### src/rtl/schit_pkg.sv
// shared constants for the segment to circle hit test
`timescale 1ns / 1ps

package schit_pkg;

  // default coordinate width in bits, signed whole pixels
  localparam int DEF_COORD_BITS = 16;

  // register stages inside the split multiplier
  localparam int MUL_STAGES = 2;

endpackage : schit_pkg

### src/rtl/schit_mul.sv
// two stage unsigned multiplier built from four half-width partial products
`timescale 1ns / 1ps

module schit_mul #(
  parameter int AW = 33,
  parameter int BW = 33
) (
  input  logic                               clk,
  input  logic [schit_pkg::MUL_STAGES-1:0]   en,
  input  logic [AW-1:0]                      a,
  input  logic [BW-1:0]                      b,
  output logic [AW+BW-1:0]                   p
);
  import schit_pkg::*;

  localparam int ALO = (AW + 1) / 2;
  localparam int AHI = AW - ALO;
  localparam int BLO = (BW + 1) / 2;
  localparam int BHI = BW - BLO;
  localparam int PW  = AW + BW;

  logic [ALO+BLO-1:0] m_ll;
  logic [ALO+BHI-1:0] m_lh;
  logic [AHI+BLO-1:0] m_hl;
  logic [AHI+BHI-1:0] m_hh;

  logic [ALO+BLO-1:0] pll;
  logic [ALO+BHI-1:0] plh;
  logic [AHI+BLO-1:0] phl;
  logic [AHI+BHI-1:0] phh;
  logic [PW-1:0]      p_next;

  assign m_ll = a[ALO-1:0]  * b[BLO-1:0];
  assign m_lh = a[ALO-1:0]  * b[BW-1:BLO];
  assign m_hl = a[AW-1:ALO] * b[BLO-1:0];
  assign m_hh = a[AW-1:ALO] * b[BW-1:BLO];

  // partial products
  always_ff @(posedge clk) begin
    if (en[0]) begin
      pll <= m_ll;
      plh <= m_lh;
      phl <= m_hl;
      phh <= m_hh;
    end
  end

  // recombine with shifts
  always_comb begin
    p_next = PW'(pll)
           + (PW'(plh) << BLO)
           + (PW'(phl) << ALO)
           + (PW'(phh) << (ALO + BLO));
  end

  always_ff @(posedge clk) begin
    if (en[1]) begin
      p <= p_next;
    end
  end

endmodule : schit_mul
### config.mk
export PLATFORM = sky130hd
export DESIGN_NAME = schit_mul
export DESIGN_NICKNAME = d
export VERILOG_FILES = /design/src/rtl/schit_pkg.sv /design/src/rtl/schit_mul.sv
export SDC_FILE = /design/constraint.sdc
export NUM_CORES = 2
export LEC_CHECK = 0
export BUFFER_PORTS_ARGS = -buffer_cell sky130_fd_sc_hd__buf_4
export CAP_MARGIN = 5
export CORE_ASPECT_RATIO = 1.2
export CORE_UTILIZATION = 60
export CTS_BUF_LIST = sky130_fd_sc_hd__clkbuf_8 sky130_fd_sc_hd__clkbuf_16
export DETAILED_ROUTE_END_ITERATION = 6
export HOLD_SLACK_MARGIN = 0.03
export PLACE_DENSITY = 0.85
export SLEW_MARGIN = 20
export SYNTH_ARGS = -nofsm -noshare
export SYNTH_HDL_FRONTEND = slang
export SYNTH_SLANG_ARGS = --single-unit
### constraint.sdc
create_clock -name clk -period 6.75 [get_ports clk]
set_input_delay 0.675 -clock clk [delete_from_list [all_inputs] [get_ports clk]]
set_output_delay 0.675 -clock clk [all_outputs]
set_load 0.05 [all_outputs]
Yosys cells after proc, flatten, opt, wreduce, memory -nomap -nowiden
Index checks and enable logic that the tools add are counted.
{ "op_classes": {"addsub": 3, "mul": 4} }
{ "ops": {"columns": ["cell", "count"], "rows": [
  ["52-bit by 66-bit adder with 66-bit output", 1],
  ["51-bit by 50-bit adder with 52-bit output", 1],
  ["34-bit by 50-bit adder with 51-bit output", 1],
  ["17-bit by 17-bit multiplier with 34-bit output", 1],
  ["16-bit by 17-bit multiplier with 33-bit output", 1],
  ["17-bit by 16-bit multiplier with 33-bit output", 1],
  ["16-bit by 16-bit multiplier with 32-bit output", 1]
]} }
{ "totals": {"register_bits": 198, "elab_cells": 12, "out_inout_bits": 66} }

Depth between registers and ports, before layout
{ "depth": {"ltp_word": 3, "depth_mapped": 24, "ltp_nobuf": 23} }

Worst setup path after synthesis
Ideal clock, no wire load.
{ "synth_timing": {"path_kind": "input to register", "start": "in a[16]", "end": "reg plh[32], data pin", "slack_ns": 0.237, "required_time_ns": 6.490, "path_buffers": 1, "arrival_time_ns": 6.254, "path_stages": 21, "cell_sequence": "clkbuf_1 -> nand2_1 -> fa_1 -> fa_1 -> inv_1 -> fa_1 -> fa_1 -> fa_1 -> inv_1 -> fa_1 -> inv_1 -> ha_1 -> and2_1 -> and3_4 -> a32o_1 -> a211oi_2 -> o311a_1 -> nor3_1 -> or4_4 -> a21oi_2 -> xnor2_1"} }
{ "synth_via": {"elab_chain_len": 1} }
{ "synth_lines": {"columns": ["item", "line_no", "rtl"], "rows": [
  ["from (decl)", "schit_mul.sv:10", "input logic [AW-1:0] a,"],
  ["17-bit by 16-bit multiplier with 33-bit output", "schit_mul.sv:34", "assign m_lh = a[ALO-1:0] * b[BW-1:BLO];"],
  ["via m_lh[32]", "schit_mul.sv:23", "logic [ALO+BHI-1:0] m_lh;"],
  ["to (signal assigned)", "schit_mul.sv:42", "plh <= m_lh;"],
  ["to (decl)", "schit_mul.sv:28", "logic [ALO+BHI-1:0] plh;"]
]} }
The timed path passes the listed nets, and every way through them passes these cells.
A chain may end at the register's enable or synchronous reset.

Worst setup path in the final report
{ "layout_timing": {"start": "in a[7]", "end": "reg pll[28], data pin"} }
{ "layout_via": {"elab_chain_len": 1} }
{ "layout_lines": {"columns": ["item", "line_no", "rtl"], "rows": [
  ["17-bit by 17-bit multiplier with 34-bit output", "schit_mul.sv:33", "assign m_ll = a[ALO-1:0] * b[BLO-1:0];"],
  ["via m_ll[28]", "schit_mul.sv:22", "logic [ALO+BLO-1:0] m_ll;"],
  ["to (signal assigned)", "schit_mul.sv:41", "pll <= m_ll;"],
  ["to (decl)", "schit_mul.sv:27", "logic [ALO+BLO-1:0] pll;"]
]} }
The timed path passes the listed nets, and every way through them passes these cells.

==> qor.txt <==
Ys Warns -> 0
Top_reg_cell synth -> edfxtp_1
Starting Density -> 61.0%
Hold_buf cts -> 0
Final setup vio count -> 0
CP Capture Type -> register
Synth cell types -> 69
R2R Path Start -> pll[18]
Vias per Instance -> 5.72
CTS tree -> done
Most used cells in the layout excluding fill and tap cells -> 971 x inv_1, 868 x fa_1, 659 x nand2_1
Slew Viols, Final -> 0
TNS Setup -> 0 ps
EDFF count, synth -> 198
F_max -> 156 MHz
Cell Area, Synth -> 44,300 um2
Core footprint -> 72,700 um2
Synthesis-to-finish area growth -> 8.16%
Die boundary height -> 300 um
Crit start category -> input pin
Final Util -> 65.9%
Setup Crit Path Kind -> input pin to register
Slew margin rel. -> 42.3%
Row Count -> 108
IO Port Bufs -> 134
Total gr overflow -> 0
Nets -> 6,182
Placer congestion estimate -> 0.948
Clock sink total -> 198
DRC Markers -> 0
Post-CTS Resized -> 0
CTS max path bufs -> 2
R2R setup slack -> 2060 ps
Total CTS buffers -> 17
R2R Path End -> p[58]
Clk_lat worst skew -> 520 ps
Root Buffer -> clkbuf_16
Syn avg cell area -> 9.55 um2
Design area -> 47,900 um2
Syn Inst Count -> 4,642
Max cap viols -> 0
Die width -> 250 um
Placed instance area -> 47,300 um2
Total Routing Usage GR -> 31.2%
Avg WL per Cell -> 19.5 um
Clk_skew -> 22.9 ps
Number of global-route vias before repair -> 35.6k
Num ports -> 135
Worst Hold Launch -> pll[0]
Worst-margin pin slew -> 857 ps
1st-iter DRT viols -> 2,320
Tightest Hold Check Type -> register to register
Status -> finished clean
H-tree depth -> 4
First-pass GRT wire length -> 181 mm
Most common cell after layout, fill and taps aside -> inv_1
Unrepaired setup endpoints after global routing -> false
Largest net degree at the start of global routing -> 69
Synthesized flop and latch total -> 198
Die footprint -> 75,000 um2
Post-DRT Antenna Nets -> 0
Post-DP HPWL -> 92.9 mm
R2R cell count -> 13
Initial antenna violation count -> 6
Postcts setup bufs -> 0
Final hold vios -> 0
Drt first pass iters -> 6
CP required -> 7050 ps
Share of cells above drive strength 1 -> 8.14%
Final period util -> 95.0%
Critical-path maximum fanout -> 24
WHS Path Cells -> 0
CTS clock-pin slew for the worst setup and hold paths -> 80 ps
Total Wirelength -> 112 mm
Critical path data arrival time -> 6720 ps
Routed via count -> 32.8k
Register area share after synthesis -> 13.4%
Endpoint with the worst hold slack -> p[0]
Async set-reset flop share out of synthesis -> 0%
Syn_nets -> 6,034
Crit path time final -> 6410 ps
-- cell usage after synthesis, types with 14 or more instances --
library cell | n | share of area, %
a211oi_1 | 22 | 0.37
a21o_1 | 62 | 1.1
a21oi_1 | 117 | 1.3
and2_1 | 517 | 7.3
and3_1 | 23 | 0.32
clkbuf_1 | 204 | 1.7
edfxtp_1 | 198 | 13
fa_1 | 868 | 39
ha_1 | 455 | 13
inv_1 | 971 | 8.2
nand2_1 | 659 | 5.6
nand3_1 | 28 | 0.32
nand4_1 | 15 | 0.21
nor2_1 | 67 | 0.57
nor3_1 | 18 | 0.20
o21a_1 | 14 | 0.24
o21ai_0 | 75 | 0.85
o21bai_1 | 27 | 0.46
xnor2_1 | 98 | 1.9
xor2_1 | 56 | 1.1
-- metrics by stage --
step                setup slack (ps)  hold slack, ps  cells
floorplan                        237             400   4642
detailed placement              -126             405   5706
CTS                              393             422   5738
global placement                17.5             403   5706
finish                           338             423   5739
global route                    15.7             428   5738
-- metal layers --
layer / part of all wire, % / GRT usage (%) / up-vias
met2: 49 / 52.2 / 1469
met4: 6.9 / 19.8 / 8
met5: 0.052 / 0 / -
met1: 36 / 37.2 / 16400
li1: - / - / 14500
met3: 7.9 / 5.77 / 445
-- flip-flops by register name (all words and copies together), names as in the netlist --
register / cells
phh: 32
pll: 34
p: 66
plh: 33
phl: 33
-- cells by family (layout without fill, tap and decap cells) --
| family | Yosys count | count (layout) | share of synthesized area [%] |
|---|---|---|---|
| xor gates and xnor gates | 154 | 154 | 3.04 |
| other | 0 | 1 | 0 |
| and+or+nand+nor | 1379 | 1379 | 15.3 |
| DFF | 198 | 198 | 13.4 |
| AOI/OAI and AO/OA | 413 | 413 | 6.21 |
| adders and majority gates | 1323 | 1323 | 52.1 |
| buffers and inverters | 1175 | 1336 | 9.95 |
-- critical path: stages --
cell,delay [ps]
buf_4,340
nand2_1,140
fa_1,550
inv_1,50
fa_1,500
inv_1,60
fa_1,530
inv_1,50
fa_1,450
fa_1,490
inv_1,50
fa_1,470
inv_1,40
ha_1,340
a21o_1,200
a21oi_1,210
o21ai_0,140
a31oi_1,230
o21ai_1,130
a221o_1,370
a221oi_4,350
nor2_1,110
a311oi_1,250
-- layout make-up --
class | count | area [um2]
sequential | 198 | 5950
timing repair buffer | 333 | 2570
inverter | 971 | 3640
clock inverter | 15 | 219
antenna | 1 | 2.50
multi-input combinational | 3269 | 34000
fill | 5438 | 24800
tap | 935 | 1170
clock buffer | 17 | 425
-- worst max path at each step --
stage | startpoint | end | slack [ps] | cells past startpoint
global route | a[9] | pll[25] | 20 | 22
CTS | a[9] | pll[25] | 390 | 22
detailed placement | a[9] | pll[25] | -130 | 22
global placement | a[7] | pll[32] | 20 | 23
finish | a[7] | pll[28] | 340 | 23
floorplan | a[16] | plh[32] | 240 | 21
Power is left out: the tool's default activity adds up to more than one toggle a clock period on the data nets, which glitch-free logic cannot reach.
